File: config.mk
export PLATFORM = sky130hd
export DESIGN_NAME = disk_arm_scheduler_fcfs_sstf_flat
export DESIGN_NICKNAME = d
export VERILOG_FILES = /design/src/hw/rtl/dasf_pkg.sv /design/src/hw/rtl/dasf_if.sv /design/src/hw/rtl/dasf_ram.sv /design/src/hw/rtl/dasf_ctrl.sv /design/src/hw/rtl/dasf_dp.sv /design/src/hw/rtl/disk_arm_scheduler_fcfs_sstf.sv /design/src/flat_wrapper.sv
export VERILOG_INCLUDE_DIRS = /design/src /design/src/hw/rtl
export SDC_FILE = /design/constraint.sdc
export NUM_CORES = 2
export LEC_CHECK = 0
export ABC_AREA = 1
export BUFFER_PORTS_ARGS = -buffer_cell sky130_fd_sc_hd__clkbuf_2
export CORE_MARGIN = 2
export CORE_UTILIZATION = 57
export DETAILED_ROUTE_END_ITERATION = 8
export PLACE_DENSITY = 0.84
export REMOVE_ABC_BUFFERS = 1
export SYNTH_ARGS = -nofsm -noshare
export SYNTH_HDL_FRONTEND = slang
export SYNTH_SLANG_ARGS = --single-unit
File: constraint.sdc
create_clock -name clk -period 5.55 [get_ports clk]
set_input_delay 0.2775 -clock clk [delete_from_list [all_inputs] [get_ports clk]]
set_output_delay 0.2775 -clock clk [all_outputs]
set_load 0.01 [all_outputs]
File: src/hw/rtl/disk_arm_scheduler_fcfs_sstf_assert.svh
// assertion macros for the disk arm scheduler
`ifndef DISK_ARM_SCHEDULER_FCFS_SSTF_ASSERT_SVH
`define DISK_ARM_SCHEDULER_FCFS_SSTF_ASSERT_SVH

// same-cycle implication
`define DASF_ASSERT_IMP(name, clk, rst_n, ante, cons) \
    name: assert property (@(posedge clk) disable iff (!rst_n) (ante) |-> (cons)) \
        else $error("dasf: same-cycle check failed");

// next-cycle implication
`define DASF_ASSERT_NXT(name, clk, rst_n, ante, cons) \
    name: assert property (@(posedge clk) disable iff (!rst_n) (ante) |=> (cons)) \
        else $error("dasf: next-cycle check failed");

`endif

File: src/hw/rtl/dasf_pkg.sv
// shared types and constants of the disk arm scheduler
package dasf_pkg;

    localparam int QUEUE_DEPTH = 16;
    localparam int TRACK_BITS  = 16;

    localparam int ID_W      = 16;
    localparam int FIELD_W   = 16;
    localparam int TIME_W    = 32;
    localparam int MOVE_W    = 32;
    localparam int KIND_W    = 2;

    localparam int Q_IDX_W   = (QUEUE_DEPTH > 1) ? $clog2(QUEUE_DEPTH) : 1;
    localparam int Q_CNT_W   = $clog2(QUEUE_DEPTH + 1);

    localparam int EVT_DEPTH = QUEUE_DEPTH + 2;
    localparam int EVT_IDX_W = $clog2(EVT_DEPTH);
    localparam int EVT_CNT_W = $clog2(EVT_DEPTH + 1);

    typedef logic [TRACK_BITS-1:0] track_t;
    typedef logic [ID_W-1:0]       req_id_t;
    typedef logic [TIME_W-1:0]     time_t;
    typedef logic [MOVE_W-1:0]     move_t;

    typedef enum logic [KIND_W-1:0] {
        EVT_ISSUE  = 2'd0,
        EVT_FINISH = 2'd1,
        EVT_STATUS = 2'd2,
        EVT_REJECT = 2'd3
    } evt_kind_t;

    typedef enum logic {
        CMD_ADD  = 1'b0,
        CMD_TICK = 1'b1
    } command_t;

    typedef enum logic {
        POLICY_FCFS = 1'b0,
        POLICY_SSTF = 1'b1
    } policy_t;

    typedef enum logic [2:0] {
        ST_IDLE,
        ST_DISPATCH,
        ST_PICK,
        ST_SCAN,
        ST_TAKE,
        ST_STATUS,
        ST_DRAIN_RD,
        ST_DRAIN_WR
    } state_t;

    typedef struct packed {
        evt_kind_t kind;
        req_id_t   id;
        track_t    track;
    } evt_entry_t;

    typedef struct packed {
        logic latch_in;
        logic append;
        logic reject;
        logic finish_cur;
        logic pick_init;
        logic scan_step;
        logic take;
        logic status;
        logic drain_rd;
        logic drain_load;
    } ctrl_cmd_t;

    typedef struct packed {
        logic is_tick;
        logic queue_full;
        logic queue_empty;
        logic cur_valid;
        logic cur_on_head;
        logic sstf;
        logic scan_done;
        logic drain_last;
        logic out_free;
    } dp_status_t;

endpackage

File: src/hw/rtl/dasf_if.sv
// channel interfaces of the disk arm scheduler
interface dasf_item_if;
    logic                      valid;
    logic                      ready;
    logic                      command;
    logic [dasf_pkg::ID_W-1:0]    request_id;
    logic [dasf_pkg::FIELD_W-1:0] request_track;

    modport source (output valid, command, request_id, request_track, input ready);
    modport sink   (input valid, command, request_id, request_track, output ready);
endinterface

interface dasf_result_if;
    logic                         valid;
    logic                         ready;
    logic [dasf_pkg::KIND_W-1:0]  event_kind;
    logic [dasf_pkg::ID_W-1:0]    event_id;
    logic [dasf_pkg::FIELD_W-1:0] event_track;
    logic [dasf_pkg::TIME_W-1:0]  event_time;
    logic [dasf_pkg::FIELD_W-1:0] head_track;
    logic [dasf_pkg::MOVE_W-1:0]  movement_total;
    logic                         arm_busy;
    logic                         last_of_run;

    modport source (output valid, event_kind, event_id, event_track, event_time,
                    head_track, movement_total, arm_busy, last_of_run, input ready);
    modport sink   (input valid, event_kind, event_id, event_track, event_time,
                    head_track, movement_total, arm_busy, last_of_run, output ready);
endinterface

interface dasf_cfg_if;
    logic valid;
    logic ready;
    logic policy_mode;

    modport source (output valid, policy_mode, input ready);
    modport sink   (input valid, policy_mode, output ready);
endinterface

File: src/hw/rtl/dasf_ram.sv
// generic single-port-write, single-port-read ram with registered read
module dasf_ram #(
    parameter int WIDTH = 8,
    parameter int DEPTH = 16
) (
    input  logic                     clk,
    input  logic                     wr_en,
    input  logic [$clog2(DEPTH)-1:0] wr_addr,
    input  logic [WIDTH-1:0]         wr_data,
    input  logic                     rd_en,
    input  logic [$clog2(DEPTH)-1:0] rd_addr,
    output logic [WIDTH-1:0]         rd_data
);

    logic [WIDTH-1:0] mem [DEPTH];
    logic [WIDTH-1:0] rd_data_reg;

    always_ff @(posedge clk)
    begin
        if (wr_en)
        begin
            mem[wr_addr] <= wr_data;
        end
        if (rd_en)
        begin
            rd_data_reg <= mem[rd_addr];
        end
    end

    assign rd_data = rd_data_reg;

endmodule

File: src/hw/rtl/dasf_ctrl.sv
// sequencer of the disk arm scheduler
module dasf_ctrl (
    input  logic                 clk,
    input  logic                 rst_n,
    input  logic                 item_valid,
    input  dasf_pkg::dp_status_t status,
    output logic                 item_ready,
    output dasf_pkg::ctrl_cmd_t  cmd
);

    dasf_pkg::state_t state_reg;
    dasf_pkg::state_t state_next;

    always_ff @(posedge clk or negedge rst_n)
    begin
        if (!rst_n)
        begin
            state_reg <= dasf_pkg::ST_IDLE;
        end
        else
        begin
            state_reg <= state_next;
        end
    end

    always_comb
    begin
        state_next = state_reg;
        item_ready = 1'b0;
        cmd        = '0;
        unique case (state_reg)
            dasf_pkg::ST_IDLE:
            begin
                item_ready = 1'b1;
                if (item_valid)
                begin
                    cmd.latch_in = 1'b1;
                    state_next   = dasf_pkg::ST_DISPATCH;
                end
            end
            dasf_pkg::ST_DISPATCH:
            begin
                if (!status.is_tick)
                begin
                    if (status.queue_full)
                    begin
                        cmd.reject = 1'b1;
                        state_next = dasf_pkg::ST_DRAIN_RD;
                    end
                    else
                    begin
                        cmd.append = 1'b1;
                        state_next = dasf_pkg::ST_IDLE;
                    end
                end
                else
                begin
                    cmd.finish_cur = status.cur_valid && status.cur_on_head;
                    state_next     = dasf_pkg::ST_PICK;
                end
            end
            dasf_pkg::ST_PICK:
            begin
                if (status.cur_valid || status.queue_empty)
                begin
                    state_next = dasf_pkg::ST_STATUS;
                end
                else
                begin
                    cmd.pick_init = 1'b1;
                    state_next    = status.sstf ? dasf_pkg::ST_SCAN : dasf_pkg::ST_TAKE;
                end
            end
            dasf_pkg::ST_SCAN:
            begin
                if (status.scan_done)
                begin
                    state_next = dasf_pkg::ST_TAKE;
                end
                else
                begin
                    cmd.scan_step = 1'b1;
                end
            end
            dasf_pkg::ST_TAKE:
            begin
                cmd.take   = 1'b1;
                state_next = dasf_pkg::ST_PICK;
            end
            dasf_pkg::ST_STATUS:
            begin
                cmd.status = 1'b1;
                state_next = dasf_pkg::ST_DRAIN_RD;
            end
            dasf_pkg::ST_DRAIN_RD:
            begin
                cmd.drain_rd = 1'b1;
                state_next   = dasf_pkg::ST_DRAIN_WR;
            end
            dasf_pkg::ST_DRAIN_WR:
            begin
                if (status.out_free)
                begin
                    cmd.drain_load = 1'b1;
                    state_next     = status.drain_last ? dasf_pkg::ST_IDLE
                                                       : dasf_pkg::ST_DRAIN_RD;
                end
            end
            default:
            begin
                state_next = dasf_pkg::ST_IDLE;
            end
        endcase
    end

endmodule

File: src/hw/rtl/dasf_dp.sv
// datapath of the disk arm scheduler: queue, arm state, event buffer, output register
module dasf_dp (
    input  logic                         clk,
    input  logic                         rst_n,
    input  dasf_pkg::ctrl_cmd_t          cmd,
    output dasf_pkg::dp_status_t         status,
    input  logic                         command,
    input  logic [dasf_pkg::ID_W-1:0]    request_id,
    input  logic [dasf_pkg::FIELD_W-1:0] request_track,
    input  logic                         cfg_valid,
    input  logic                         cfg_policy,
    output logic                         out_valid,
    input  logic                         out_ready,
    output logic [dasf_pkg::KIND_W-1:0]  out_kind,
    output logic [dasf_pkg::ID_W-1:0]    out_id,
    output logic [dasf_pkg::FIELD_W-1:0] out_track,
    output logic [dasf_pkg::TIME_W-1:0]  out_time,
    output logic [dasf_pkg::FIELD_W-1:0] out_head,
    output logic [dasf_pkg::MOVE_W-1:0]  out_move,
    output logic                         out_busy,
    output logic                         out_last
);

    function automatic dasf_pkg::track_t to_track(input logic [dasf_pkg::FIELD_W-1:0] x);
        logic [47:0] w;
        w = {32'd0, x};
        return w[dasf_pkg::TRACK_BITS-1:0];
    endfunction

    function automatic logic [dasf_pkg::FIELD_W-1:0] to_field(input dasf_pkg::track_t t);
        logic [47:0] w;
        w = 48'(t);
        return w[dasf_pkg::FIELD_W-1:0];
    endfunction

    function automatic dasf_pkg::track_t track_dist(input dasf_pkg::track_t a,
                                                    input dasf_pkg::track_t b);
        return (a > b) ? (a - b) : (b - a);
    endfunction

    // latched transaction
    dasf_pkg::command_t in_cmd_reg;
    dasf_pkg::req_id_t  in_id_reg;
    dasf_pkg::track_t   in_track_reg;
    dasf_pkg::time_t    now_reg;

    // pending queue in arrival order
    dasf_pkg::req_id_t  q_id_reg    [dasf_pkg::QUEUE_DEPTH];
    dasf_pkg::track_t   q_track_reg [dasf_pkg::QUEUE_DEPTH];
    logic [dasf_pkg::Q_CNT_W-1:0] q_cnt_reg;

    // arm state
    dasf_pkg::policy_t  policy_reg;
    logic               cur_valid_reg;
    dasf_pkg::req_id_t  cur_id_reg;
    dasf_pkg::track_t   cur_track_reg;
    dasf_pkg::track_t   head_reg;
    dasf_pkg::time_t    tick_reg;
    dasf_pkg::move_t    move_reg;

    // selection
    logic [dasf_pkg::Q_IDX_W-1:0] best_idx_reg;
    dasf_pkg::req_id_t            best_id_reg;
    dasf_pkg::track_t             best_track_reg;
    dasf_pkg::track_t             best_dist_reg;
    logic [dasf_pkg::Q_CNT_W-1:0] scan_cnt_reg;

    // event buffer pointers
    logic [dasf_pkg::EVT_CNT_W-1:0] evt_cnt_reg;
    logic [dasf_pkg::EVT_CNT_W-1:0] rd_ptr_reg;

    // output register
    logic                          out_valid_reg;
    dasf_pkg::evt_kind_t           out_kind_reg;
    dasf_pkg::req_id_t             out_id_reg;
    logic [dasf_pkg::FIELD_W-1:0]  out_track_reg;
    dasf_pkg::time_t               out_time_reg;
    logic [dasf_pkg::FIELD_W-1:0]  out_head_reg;
    dasf_pkg::move_t               out_move_reg;
    logic                          out_busy_reg;
    logic                          out_last_reg;

    logic [dasf_pkg::Q_IDX_W-1:0] scan_idx;
    dasf_pkg::track_t             scan_track;
    dasf_pkg::track_t             scan_dist;
    logic                         take_on_head;
    logic                         evt_wr;
    dasf_pkg::evt_entry_t         evt_wr_data;
    dasf_pkg::evt_entry_t         evt_rd_data;
    logic                         drain_last;

    assign scan_idx     = scan_cnt_reg[dasf_pkg::Q_IDX_W-1:0];
    assign scan_track   = q_track_reg[scan_idx];
    assign scan_dist    = track_dist(scan_track, head_reg);
    assign take_on_head = (best_track_reg == head_reg);
    assign drain_last   = (dasf_pkg::EVT_CNT_W'(rd_ptr_reg + 1'b1) == evt_cnt_reg);

    always_comb
    begin
        evt_wr      = cmd.reject || cmd.finish_cur || cmd.take || cmd.status;
        evt_wr_data = '{kind: dasf_pkg::EVT_STATUS, id: '0, track: '0};
        if (cmd.reject)
        begin
            evt_wr_data = '{kind: dasf_pkg::EVT_REJECT, id: in_id_reg, track: in_track_reg};
        end
        else if (cmd.finish_cur)
        begin
            evt_wr_data = '{kind: dasf_pkg::EVT_FINISH, id: cur_id_reg, track: cur_track_reg};
        end
        else if (cmd.take)
        begin
            evt_wr_data = '{kind:  take_on_head ? dasf_pkg::EVT_FINISH : dasf_pkg::EVT_ISSUE,
                            id:    best_id_reg,
                            track: best_track_reg};
        end
        else if (cur_valid_reg)
        begin
            evt_wr_data = '{kind: dasf_pkg::EVT_STATUS, id: cur_id_reg, track: cur_track_reg};
        end
    end

    // payload registers
    always_ff @(posedge clk)
    begin
        if (cmd.latch_in)
        begin
            in_cmd_reg   <= dasf_pkg::command_t'(command);
            in_id_reg    <= request_id;
            in_track_reg <= to_track(request_track);
            now_reg      <= tick_reg;
        end

        if (cmd.append)
        begin
            q_id_reg[q_cnt_reg[dasf_pkg::Q_IDX_W-1:0]]    <= in_id_reg;
            q_track_reg[q_cnt_reg[dasf_pkg::Q_IDX_W-1:0]] <= in_track_reg;
        end
        else if (cmd.take)
        begin
            for (int i = 0; i < dasf_pkg::QUEUE_DEPTH - 1; i++)
            begin
                if (dasf_pkg::Q_IDX_W'(i) >= best_idx_reg)
                begin
                    q_id_reg[i]    <= q_id_reg[i + 1];
                    q_track_reg[i] <= q_track_reg[i + 1];
                end
            end
        end

        if (cmd.pick_init)
        begin
            best_idx_reg   <= '0;
            best_id_reg    <= q_id_reg[0];
            best_track_reg <= q_track_reg[0];
            best_dist_reg  <= track_dist(q_track_reg[0], head_reg);
        end
        else if (cmd.scan_step && (scan_dist < best_dist_reg))
        begin
            best_idx_reg   <= scan_idx;
            best_id_reg    <= q_id_reg[scan_idx];
            best_track_reg <= scan_track;
            best_dist_reg  <= scan_dist;
        end

        if (cmd.drain_load)
        begin
            out_kind_reg  <= evt_rd_data.kind;
            out_id_reg    <= evt_rd_data.id;
            out_track_reg <= to_field(evt_rd_data.track);
            out_time_reg  <= now_reg;
            out_head_reg  <= to_field(head_reg);
            out_move_reg  <= move_reg;
            out_busy_reg  <= cur_valid_reg;
            out_last_reg  <= drain_last;
        end
    end

    // control state
    always_ff @(posedge clk or negedge rst_n)
    begin
        if (!rst_n)
        begin
            policy_reg    <= dasf_pkg::POLICY_FCFS;
            q_cnt_reg     <= '0;
            cur_valid_reg <= 1'b0;
            cur_id_reg    <= '0;
            cur_track_reg <= '0;
            head_reg      <= '0;
            tick_reg      <= dasf_pkg::TIME_W'(1);
            move_reg      <= '0;
            scan_cnt_reg  <= '0;
            evt_cnt_reg   <= '0;
            rd_ptr_reg    <= '0;
            out_valid_reg <= 1'b0;
        end
        else
        begin
            if (cfg_valid)
            begin
                policy_reg <= dasf_pkg::policy_t'(cfg_policy);
            end

            if (cmd.append)
            begin
                q_cnt_reg <= q_cnt_reg + 1'b1;
            end
            else if (cmd.take)
            begin
                q_cnt_reg <= q_cnt_reg - 1'b1;
            end

            if (cmd.finish_cur)
            begin
                cur_valid_reg <= 1'b0;
            end
            else if (cmd.take && !take_on_head)
            begin
                cur_valid_reg <= 1'b1;
                cur_id_reg    <= best_id_reg;
                cur_track_reg <= best_track_reg;
            end

            if (cmd.status)
            begin
                tick_reg <= now_reg + 1'b1;
                if (cur_valid_reg)
                begin
                    head_reg <= (head_reg > cur_track_reg) ? head_reg - 1'b1 : head_reg + 1'b1;
                    if (move_reg != '1)
                    begin
                        move_reg <= move_reg + 1'b1;
                    end
                end
            end

            if (cmd.pick_init)
            begin
                scan_cnt_reg <= dasf_pkg::Q_CNT_W'(1);
            end
            else if (cmd.scan_step)
            begin
                scan_cnt_reg <= scan_cnt_reg + 1'b1;
            end

            if (cmd.latch_in)
            begin
                evt_cnt_reg <= '0;
                rd_ptr_reg  <= '0;
            end
            else
            begin
                if (evt_wr)
                begin
                    evt_cnt_reg <= evt_cnt_reg + 1'b1;
                end
                if (cmd.drain_load)
                begin
                    rd_ptr_reg <= rd_ptr_reg + 1'b1;
                end
            end

            if (cmd.drain_load)
            begin
                out_valid_reg <= 1'b1;
            end
            else if (out_ready)
            begin
                out_valid_reg <= 1'b0;
            end
        end
    end

    dasf_ram #(
        .WIDTH ($bits(dasf_pkg::evt_entry_t)),
        .DEPTH (dasf_pkg::EVT_DEPTH)
    ) u_evt_buf (
        .clk     (clk),
        .wr_en   (evt_wr),
        .wr_addr (evt_cnt_reg[dasf_pkg::EVT_IDX_W-1:0]),
        .wr_data (evt_wr_data),
        .rd_en   (cmd.drain_rd),
        .rd_addr (rd_ptr_reg[dasf_pkg::EVT_IDX_W-1:0]),
        .rd_data (evt_rd_data)
    );

    always_comb
    begin
        status.is_tick     = (in_cmd_reg == dasf_pkg::CMD_TICK);
        status.queue_full  = (q_cnt_reg == dasf_pkg::Q_CNT_W'(dasf_pkg::QUEUE_DEPTH));
        status.queue_empty = (q_cnt_reg == '0);
        status.cur_valid   = cur_valid_reg;
        status.cur_on_head = (cur_track_reg == head_reg);
        status.sstf        = (policy_reg == dasf_pkg::POLICY_SSTF);
        status.scan_done   = (scan_cnt_reg >= q_cnt_reg);
        status.drain_last  = drain_last;
        status.out_free    = !out_valid_reg || out_ready;
    end

    assign out_valid = out_valid_reg;
    assign out_kind  = out_kind_reg;
    assign out_id    = out_id_reg;
    assign out_track = out_track_reg;
    assign out_time  = out_time_reg;
    assign out_head  = out_head_reg;
    assign out_move  = out_move_reg;
    assign out_busy  = out_busy_reg;
    assign out_last  = out_last_reg;

endmodule

File: src/hw/rtl/disk_arm_scheduler_fcfs_sstf.sv
// top level of the disk arm scheduler
//
//   channel  | dir | transaction
//   ---------+-----+------------------------------------------------
//   item     | in  | add request or advance one tick
//   result   | out | issue, finish, tick status or reject event
//   cfg      | in  | policy_mode write, accepted in any cycle
//
// add: accept, then dispatch; rejected add adds one result drain
// tick: accept, dispatch, pick and status, plus, per picked request, a pick and a take under fcfs
//   or a pick, a scan and a take under sstf (queue scanned one entry a cycle), plus a read and
//   a load per result from the event buffer
// next transaction is taken once the last result sits in the output register
// a stalled result holds the event buffer drain; reset is asynchronous, no clearing pass
`include "disk_arm_scheduler_fcfs_sstf_assert.svh"

module disk_arm_scheduler_fcfs_sstf (
    input  logic             clk,
    input  logic             rst_n,
    dasf_item_if.sink        item,
    dasf_result_if.source    result,
    dasf_cfg_if.sink         cfg
);

    dasf_pkg::ctrl_cmd_t  cmd;
    dasf_pkg::dp_status_t status;
    logic                 item_ready;

    assign item.ready = item_ready;
    assign cfg.ready  = 1'b1;

    dasf_ctrl u_ctrl (
        .clk        (clk),
        .rst_n      (rst_n),
        .item_valid (item.valid),
        .status     (status),
        .item_ready (item_ready),
        .cmd        (cmd)
    );

    dasf_dp u_dp (
        .clk           (clk),
        .rst_n         (rst_n),
        .cmd           (cmd),
        .status        (status),
        .command       (item.command),
        .request_id    (item.request_id),
        .request_track (item.request_track),
        .cfg_valid     (cfg.valid),
        .cfg_policy    (cfg.policy_mode),
        .out_valid     (result.valid),
        .out_ready     (result.ready),
        .out_kind      (result.event_kind),
        .out_id        (result.event_id),
        .out_track     (result.event_track),
        .out_time      (result.event_time),
        .out_head      (result.head_track),
        .out_move      (result.movement_total),
        .out_busy      (result.arm_busy),
        .out_last      (result.last_of_run)
    );

    `DASF_ASSERT_NXT(a_accept_then_busy, clk, rst_n, item.valid && item.ready, !item.ready)
    `DASF_ASSERT_NXT(a_drain_fills_output, clk, rst_n, cmd.drain_load, result.valid)
    `DASF_ASSERT_IMP(a_mid_run_not_ready, clk, rst_n, result.valid && result.ready && !result.last_of_run, !item.ready)

endmodule
File: src/flat_wrapper.sv
// flat-port wrapper written by rule: the top's interface ports become plain ports
module disk_arm_scheduler_fcfs_sstf_flat 
  (clk, rst_n, item_valid, item_command, item_request_id, item_request_track, item_ready, result_valid, result_event_kind, result_event_id, result_event_track, result_event_time, result_head_track, result_movement_total, result_arm_busy, result_last_of_run, result_ready, cfg_valid, cfg_policy_mode, cfg_ready);
  dasf_item_if item_i ();
  dasf_result_if result_i ();
  dasf_cfg_if cfg_i ();
  input  logic clk;
  input  logic rst_n;
  input wire logic [$bits(item_i.valid)-1:0] item_valid;
  input wire logic [$bits(item_i.command)-1:0] item_command;
  input wire logic [$bits(item_i.request_id)-1:0] item_request_id;
  input wire logic [$bits(item_i.request_track)-1:0] item_request_track;
  output wire logic [$bits(item_i.ready)-1:0] item_ready;
  output wire logic [$bits(result_i.valid)-1:0] result_valid;
  output wire logic [$bits(result_i.event_kind)-1:0] result_event_kind;
  output wire logic [$bits(result_i.event_id)-1:0] result_event_id;
  output wire logic [$bits(result_i.event_track)-1:0] result_event_track;
  output wire logic [$bits(result_i.event_time)-1:0] result_event_time;
  output wire logic [$bits(result_i.head_track)-1:0] result_head_track;
  output wire logic [$bits(result_i.movement_total)-1:0] result_movement_total;
  output wire logic [$bits(result_i.arm_busy)-1:0] result_arm_busy;
  output wire logic [$bits(result_i.last_of_run)-1:0] result_last_of_run;
  input wire logic [$bits(result_i.ready)-1:0] result_ready;
  input wire logic [$bits(cfg_i.valid)-1:0] cfg_valid;
  input wire logic [$bits(cfg_i.policy_mode)-1:0] cfg_policy_mode;
  output wire logic [$bits(cfg_i.ready)-1:0] cfg_ready;
  assign item_i.valid = item_valid;
  assign item_i.command = item_command;
  assign item_i.request_id = item_request_id;
  assign item_i.request_track = item_request_track;
  assign item_ready = item_i.ready;
  assign result_valid = result_i.valid;
  assign result_event_kind = result_i.event_kind;
  assign result_event_id = result_i.event_id;
  assign result_event_track = result_i.event_track;
  assign result_event_time = result_i.event_time;
  assign result_head_track = result_i.head_track;
  assign result_movement_total = result_i.movement_total;
  assign result_arm_busy = result_i.arm_busy;
  assign result_last_of_run = result_i.last_of_run;
  assign result_i.ready = result_ready;
  assign cfg_i.valid = cfg_valid;
  assign cfg_i.policy_mode = cfg_policy_mode;
  assign cfg_ready = cfg_i.ready;
  disk_arm_scheduler_fcfs_sstf u_core (.clk(clk), .rst_n(rst_n), .item(item_i), .result(result_i), .cfg(cfg_i));
endmodule
# After elaboration in Yosys (flattened, before gate mapping)
# Memory sizes are Yosys's and may differ from the RTL's. A register that Yosys moved wholly into a read port is not among the register bits.
# Cells that the tools add are included.
[totals] register_bits=371 ramBits=1124 in_bits=39 output_inout_bits=119 mem_count=3
[memory_table] memory="u_core.u_dp.u_evt_buf.mem" words=18 width=34 read_ports=1 rd_ports_with_merged_regs=1 write_ports=1 line_no="dasf_ram.sv:15" rtl="logic [WIDTH-1:0] mem [DEPTH];"
[memory_table] memory="u_core.u_dp.q_id_reg" words=16 width=16 read_ports=17 rd_ports_with_merged_regs=0 write_ports=15 line_no="dasf_dp.sv:48" rtl="dasf_pkg::req_id_t q_id_reg [dasf_pkg::QUEUE_DEPTH];"
[memory_table] memory="u_core.u_dp.q_track_reg" words=16 width=16 read_ports=17 rd_ports_with_merged_regs=0 write_ports=15 line_no="dasf_dp.sv:49" rtl="dasf_pkg::track_t q_track_reg [dasf_pkg::QUEUE_DEPTH];"
[op_classes] n_addsub=13 order_cmp=20 eq_ne=15 muxes=122 n_bitwise=1 n_reduce_logical=25
[ops] cell="$mux 16" count=11
[ops] cell="$mux 34" count=3
[ops] cell="$mux 1" count=86
[ops] cell="$add 32x1->32 const B" count=2
[ops] cell="$sub 16x16->16" count=4
[ops] cell="$gt 16x16->1" count=3
[ops] cell="$mux 5" count=8
[ops] cell="$eq 16x16->1" count=2
[ops] cell="$mux 32" count=1
[ops] cell="$ne 32x32->1 const B" count=1
[ops] cell="$reduce_or 16->1" count=2
[ops] cell="$ge 4x4->1 const A" count=7
[ops] cell="$mux 3" count=9
[ops] cell="$pmux 3 s8" count=1
[ops] cell="$add 5x1->5 const B" count=4
[ops] cell="$add 16x1->16 const B" count=1
[ops] cell="$ge 3x4->1 const A" count=4
[ops] cell="$lt 16x16->1" count=1
[ops] cell="$sub 16x1->16 const B" count=1
[ops] cell="$reduce_bool 2->1" count=7
[ops] cell="$eq 3x3->1 const B" count=4
[ops] cell="$ge 1x4->1 const A" count=2
[ops] cell="$ge 2x4->1 const A" count=2
[ops] cell="$mux 4" count=2
[ops] cell="other kinds (17)" count=28

# Logic depth before layout (Yosys ltp)
[depth] depth_word=9 depth_mapped=35 mapped_depth_nobuf=31

# Hierarchy
# From an unflattened synthesis, not the netlist that was laid out.
[hier_totals] hier_cells=7639 area_unflattened_um2=73601.8
[modules_own_cells] mod="dasf_dp" instances=1 cells_per_inst=5069 area_each_um2=46019.1
[modules_own_cells] mod="dasf_ram" instances=1 cells_per_inst=2508 area_each_um2=27233.6
[modules_own_cells] mod="dasf_ctrl" instances=1 cells_per_inst=60 area_each_um2=337.8
[modules_own_cells] mod="disk_arm_scheduler_fcfs_sstf" instances=1 cells_per_inst=2 area_each_um2=11.3

# Worst setup path after synthesis
# OpenSTA, ideal clock, no wires.
[synth_path] kind="reg2reg" from="reg u_core.u_dp.scan_cnt_reg[0] in the netlist's numbering" to="reg u_core.u_dp.best_dist_reg[0] (enable)" t_arrival_ns=4.840 required_ns=5.144 slack_ns=0.303 path_stages_with_launch=33 path_buffers=4 period_less_slack_ns=5.247 path_cell_list="dfrtp_1 buf_4 buf_2 buf_2 o211ai_1 nand3_1 nand3_1 nand3_1 inv_1 ha_1 inv_1 fa_1 nand3_1 nand2_1 nand2_1 nand2_1 nand2_1 nand2_2 nand2_4 inv_4 buf_6 nand2_1 nand2_1 inv_1 ha_1 nand2_1 inv_1 o21ai_0 a21o_1 nand2_1 nor2_1 nand2_1 nand2_1"
[synth_via] elab_chain_len=6 word_cells_on_any_way=11 classes_between="2 x add/sub; 3 x order compare; 3 x mux; 2 x reduce/logical; 1 x memory"
[synth_rtl] element="start: declaration" line_no="dasf_dp.sv:66" rtl="logic [dasf_pkg::Q_CNT_W-1:0] scan_cnt_reg;"
[synth_rtl] element="start signal: assignment" line_no="dasf_dp.sv:238" rtl="scan_cnt_reg <= dasf_pkg::Q_CNT_W'(1);"
[synth_rtl] element="start signal: assignment" line_no="dasf_dp.sv:242" rtl="scan_cnt_reg <= scan_cnt_reg + 1'b1;"
[synth_rtl] element="$mem_v2 16x16"
[synth_rtl] element="$sub 16x16->16 or $gt 16x16->1 (tied branches)" line_no="dasf_dp.sv:38" rtl="return (a > b) ? (a - b) : (b - a);"
[synth_rtl] element="$mux 16" line_no="dasf_dp.sv:38"
[synth_rtl] element="$lt 16x16->1" line_no="dasf_dp.sv:157" rtl="else if (cmd.scan_step && (scan_dist < best_dist_reg))"
[synth_rtl] element="$logic_and 1x1->1 *" line_no="dasf_dp.sv:157"
[synth_rtl] element="$reduce_bool 2->1 (no source line) *"
[synth_rtl] element="end signal: assignment" line_no="dasf_dp.sv:155" rtl="best_dist_reg <= track_dist(q_track_reg[0], head_reg);"
[synth_rtl] element="end signal: assignment" line_no="dasf_dp.sv:162" rtl="best_dist_reg <= scan_dist;"
[synth_rtl] element="end: declaration" line_no="dasf_dp.sv:65" rtl="dasf_pkg::track_t best_dist_reg;"
# Mark *: on every way between the ends. The rest lies on a longest branch, timed or not.
# A chain may end at the register's enable or synchronous reset.

# Final worst setup path
[layout_path] from="reg u_core.u_dp.scan_cnt_reg[2] in the netlist's numbering" to="reg u_core.u_dp.best_id_reg[13] (enable)"
[layout_via] elab_chain_len=6 word_cells_on_any_way=11 classes_between="2 x add/sub; 3 x order compare; 3 x mux; 2 x reduce/logical; 1 x memory"
[layout_rtl] element="$mem_v2 16x16"
[layout_rtl] element="$sub 16x16->16 or $gt 16x16->1 (tied branches)" line_no="dasf_dp.sv:38"
[layout_rtl] element="$mux 16" line_no="dasf_dp.sv:38"
[layout_rtl] element="$lt 16x16->1" line_no="dasf_dp.sv:157"
[layout_rtl] element="$logic_and 1x1->1 *" line_no="dasf_dp.sv:157"
[layout_rtl] element="$reduce_bool 2->1 (no source line) *"
[layout_rtl] element="end signal: assignment" line_no="dasf_dp.sv:153" rtl="best_id_reg <= q_id_reg[0];"
[layout_rtl] element="end signal: assignment" line_no="dasf_dp.sv:160" rtl="best_id_reg <= q_id_reg[scan_idx];"
[layout_rtl] element="end: declaration" line_no="dasf_dp.sv:63" rtl="dasf_pkg::req_id_t best_id_reg;"
# Marks and branches as above.

==> reports/results.tsv <==
metric	value	unit
status	finished clean	
Setup CP Type	reg2reg	
post-synthesis simple-gate area fraction	14.1	%
CP peak stage delay	0.59	ns
Skew-Pair Late Insertion Delay	0.82	ns
Yosys warning count	0	
DR pass1 iterations	7	
maximum clock frequency	193	MHz
DRC Markers	0	
register area share after synthesis	63.2	%
max-cap violation count	0	
initial drt markers	9754	
GR Util All Layers	32.4	%
Crit. End Element	register	
Slew Limit Headroom	2.77	%
Most common cell on crit path	nand2_1	
first-pass GRT wire length	316	mm
initial antenna violation count	5	
post-synthesis compound-gate area fraction	13.4	%
number of global-route vias before repair	53478	
CP max-delay cell	fa_1	
Crit path arrival time	5.65	ns
period utilisation layout	93.4	%
non-filler cells in the finished layout	8828	
final setup fails	0	
Net count, final	7230	
Ports	158	
final hold violation count	0	
FP Rows	129	
Pwr Total	50.0	mW
largest net degree at the start of global routing	242	
die width	358	um
TritonCTS sink count	1529	
CP max FO	48	
Area Overhead vs Synth	10.9	%
worst hold path type	in2reg	
Initial Util	57.6	%
layout cells sized above 1	8.87	%
CTS Buffer Depth	3	
wirelength, routed	210	mm
Cells after Synth	6991	
Adder-Cell Fraction of Synth Area	2.34	%
max FFs per register	612	
Root Driver	clkbuf_16	
actual slew at the worst max-slew pin	1.45	ns
largest family of logic cells by synthesized area	simple AND/OR/NAND/NOR gates	
clock transition at the registers of the reported paths	0.06	ns
Placed Instances	8499	
Yosys reg bits	1529	
dpl hpwl	126	mm
CTS tree	built	
Routed WL per cell	23.8	um
Leak	30.0	nW
mux contribution to synthesized area	0.0140	%
post-route setup slack	0.364	ns
Worst setup SP type	register	
mean post-synth cell area	10.2	um^2
die height	358	um
IR drop worst, VDD	0.460	mV
via count	55932	
clock skew	0.0364	ns
mapped cell area	71500	um^2
antenna viol nets, final	0	
H-tree depth	4	
unrepaired setup endpoints after global routing	no	
placeable core area	124000	um^2
Port Buffer Count	156	
xor/xnor share of the synthesized area	1.44	%
Critical Path RT	6.02	ns
die area	128000	um^2
grt total ovfl	0	
CTS Buf Count	155	
Final min period	5.19	ns
Power Dens Cells	630	nW/um^2
DP Worst Slack	0.394	ns
unique cell type count in the Yosys netlist	56	
Slew Limit Fails	0	
via/cell ratio	6.34	
gpl congestion	0.975	
-- stage by stage --
stage | util [%] | hold slack [ns] | area [um^2] | setup TNS (ns)
floorplan | - | -0.0181 | 69600 | -837.18
global placement | 59.5 | 0.257 | 73900 | 0
detailed placement | 59.5 | 0.258 | 73900 | 0
CTS | 63.9 | 0.143 | 79300 | 0
global route | 63.9 | 0.165 | 79400 | 0
finish | 63.9 | 0.175 | 79400 | 0
-- cells in the final DEF (no fill, tap or decap), types with 7 or more instances in the layout --
| cell | instances |
|---|---|
| bufinv_16 | 13 |
| nor2_4 | 9 |
| o221ai_1 | 66 |
| a31oi_1 | 20 |
| clkbuf_16 | 155 |
| xnor2_1 | 38 |
| dfrtp_1 | 132 |
| nand2_2 | 16 |
| clkbuf_1 | 36 |
| o21ai_1 | 64 |
| o21ai_0 | 1039 |
| edfxtp_1 | 1387 |
| nand4_1 | 50 |
| nor3_1 | 30 |
| dlygate4sd3_1 | 40 |
| inv_2 | 33 |
| xor2_1 | 80 |
| nor2_1 | 778 |
| nand2_1 | 1291 |
| clkinv_2 | 24 |
| buf_12 | 8 |
| nand3_1 | 282 |
| o211ai_1 | 94 |
| clkbuf_2 | 155 |
| clkinv_1 | 37 |
| o21ai_4 | 10 |
| o21bai_1 | 7 |
| ha_1 | 122 |
| a21oi_1 | 346 |
| inv_1 | 472 |
| a41oi_1 | 14 |
| buf_4 | 130 |
| o22ai_1 | 83 |
| nand3b_1 | 9 |
| clkinvlp_4 | 9 |
| nor2_2 | 9 |
-- worst paths after layout --
| path | startpoint | to | slack, ns | cells after the start |
|---|---|---|---|---|
| min reg2reg | u_core.u_dp.u_evt_buf.rd_data[9] | u_core.u_dp.out_track[9] | 0.42 | 0 |
| max in group asynchronous | rst_n | u_core.u_dp.scan_cnt_reg[1] | 3.88 | 4 |
| max | u_core.u_dp.scan_cnt_reg[2] | u_core.u_dp.best_id_reg[13] | 0.36 | 26 |
| min | item_request_track[0] | u_core.u_dp.in_track_reg[0] | 0.18 | 2 |
| min in group asynchronous | rst_n | u_core.u_ctrl.state_reg[1] | 0.51 | 3 |
| max reg2reg | u_core.u_dp.scan_cnt_reg[2] | u_core.u_dp.best_id_reg[13] | 0.36 | 26 |
-- critical path: cells and delay by family (launching register included) --
kind                     cells  cell delay (ns)
buffers and inverters        5             1.31
adder cells (fa/ha/maj)      2             0.82
flip-flops                   1             0.43
AO/OA/AOI/OAI                2             0.35
AND/OR/NAND/NOR             17             1.86
-- synth_stat cells (all sizes together) --
cell    number  share of area [%]
a22oi        1              0.010
or2          3              0.026
conb         1             0.0052
a21oi      347                2.4
nor2       796                4.3
buf        203                1.6
and2         5              0.047
dfstp        1              0.037
and3         3              0.026
o211ai      94               0.99
nor4         4              0.035
o21a         2              0.021
nor3b        1              0.010
dfxtp        4               0.11
ha         124                2.2
a41oi       14               0.17
nand3b       9              0.094
nand3      285                2.0
o22ai       85               0.74
o221ai      66               0.81
inv        509                2.7
o21bai       8              0.084
nor3        34               0.27
a211oi       1              0.010
a21boi       1              0.010
mux2i        1              0.014
nand4       50               0.44
clkbuf     220                1.2
a31oi       20               0.17
edfxtp    1387                 58
clkinv      11              0.058
fa           6               0.17
xor2        80               0.98
a21o         5              0.052
nand2     1309                6.9
o21ai     1118                7.8
o31ai        8              0.084
xnor2       38               0.47
dfrtp      137                4.8
-- metal layers --
layer / share of wire (%) / track usage, %
met1: 36 / 43.1
met2: 46 / 50.8
met3: 13 / 7.39
met4: 5.1 / 15.6
met5: 0.016 / 0
-- cell type report --
cell class | count | area (um^2)
Clock inverter | 93 | 996
Clock buffer | 193 | 4040
Antenna cell | 1 | 2.50
Multi-Input combinational cell | 4519 | 22800
Timing Repair Buffer | 336 | 2340
Sequential cell | 1529 | 45200
Inverter | 520 | 1980
Tap cell | 1637 | 2050
Fill cell | 9173 | 44800
-- power by group --
part           internal, mW  switching (mW)  total [mW]
combinational          6.15            15.5        21.6
sequential             16.7            1.27        18.0
clock                  5.85            4.61        10.5
-- repair_timing --
| action | 4_1_cts | 5_1_grt |
|---|---|---|
| setup endpoints to repair | 0 | 48 |
| hold buffers | 41 | 0 |
| endpoints found under the hold margin | 113 | 0 |
| gates resized for setup | 0 | 4 |
| buffers inserted | 0 | 1 |
-- logic make-up (layout without fill, tap and decap cells) --
| kind of cell | count (synthesis) | count (layout) |
|---|---|---|
| multiplexers | 1 | 1 |
| AO/OA/AOI/OAI | 1770 | 1770 |
| flip-flops | 1529 | 1529 |
| AND/OR/NAND/NOR | 2499 | 2499 |
| adder cells (fa/ha/maj) | 130 | 130 |
| other | 1 | 2 |
| buffers and inverters | 943 | 1142 |
| XOR/XNOR | 118 | 118 |
No activity file was read; power rests on OpenSTA's default activity.
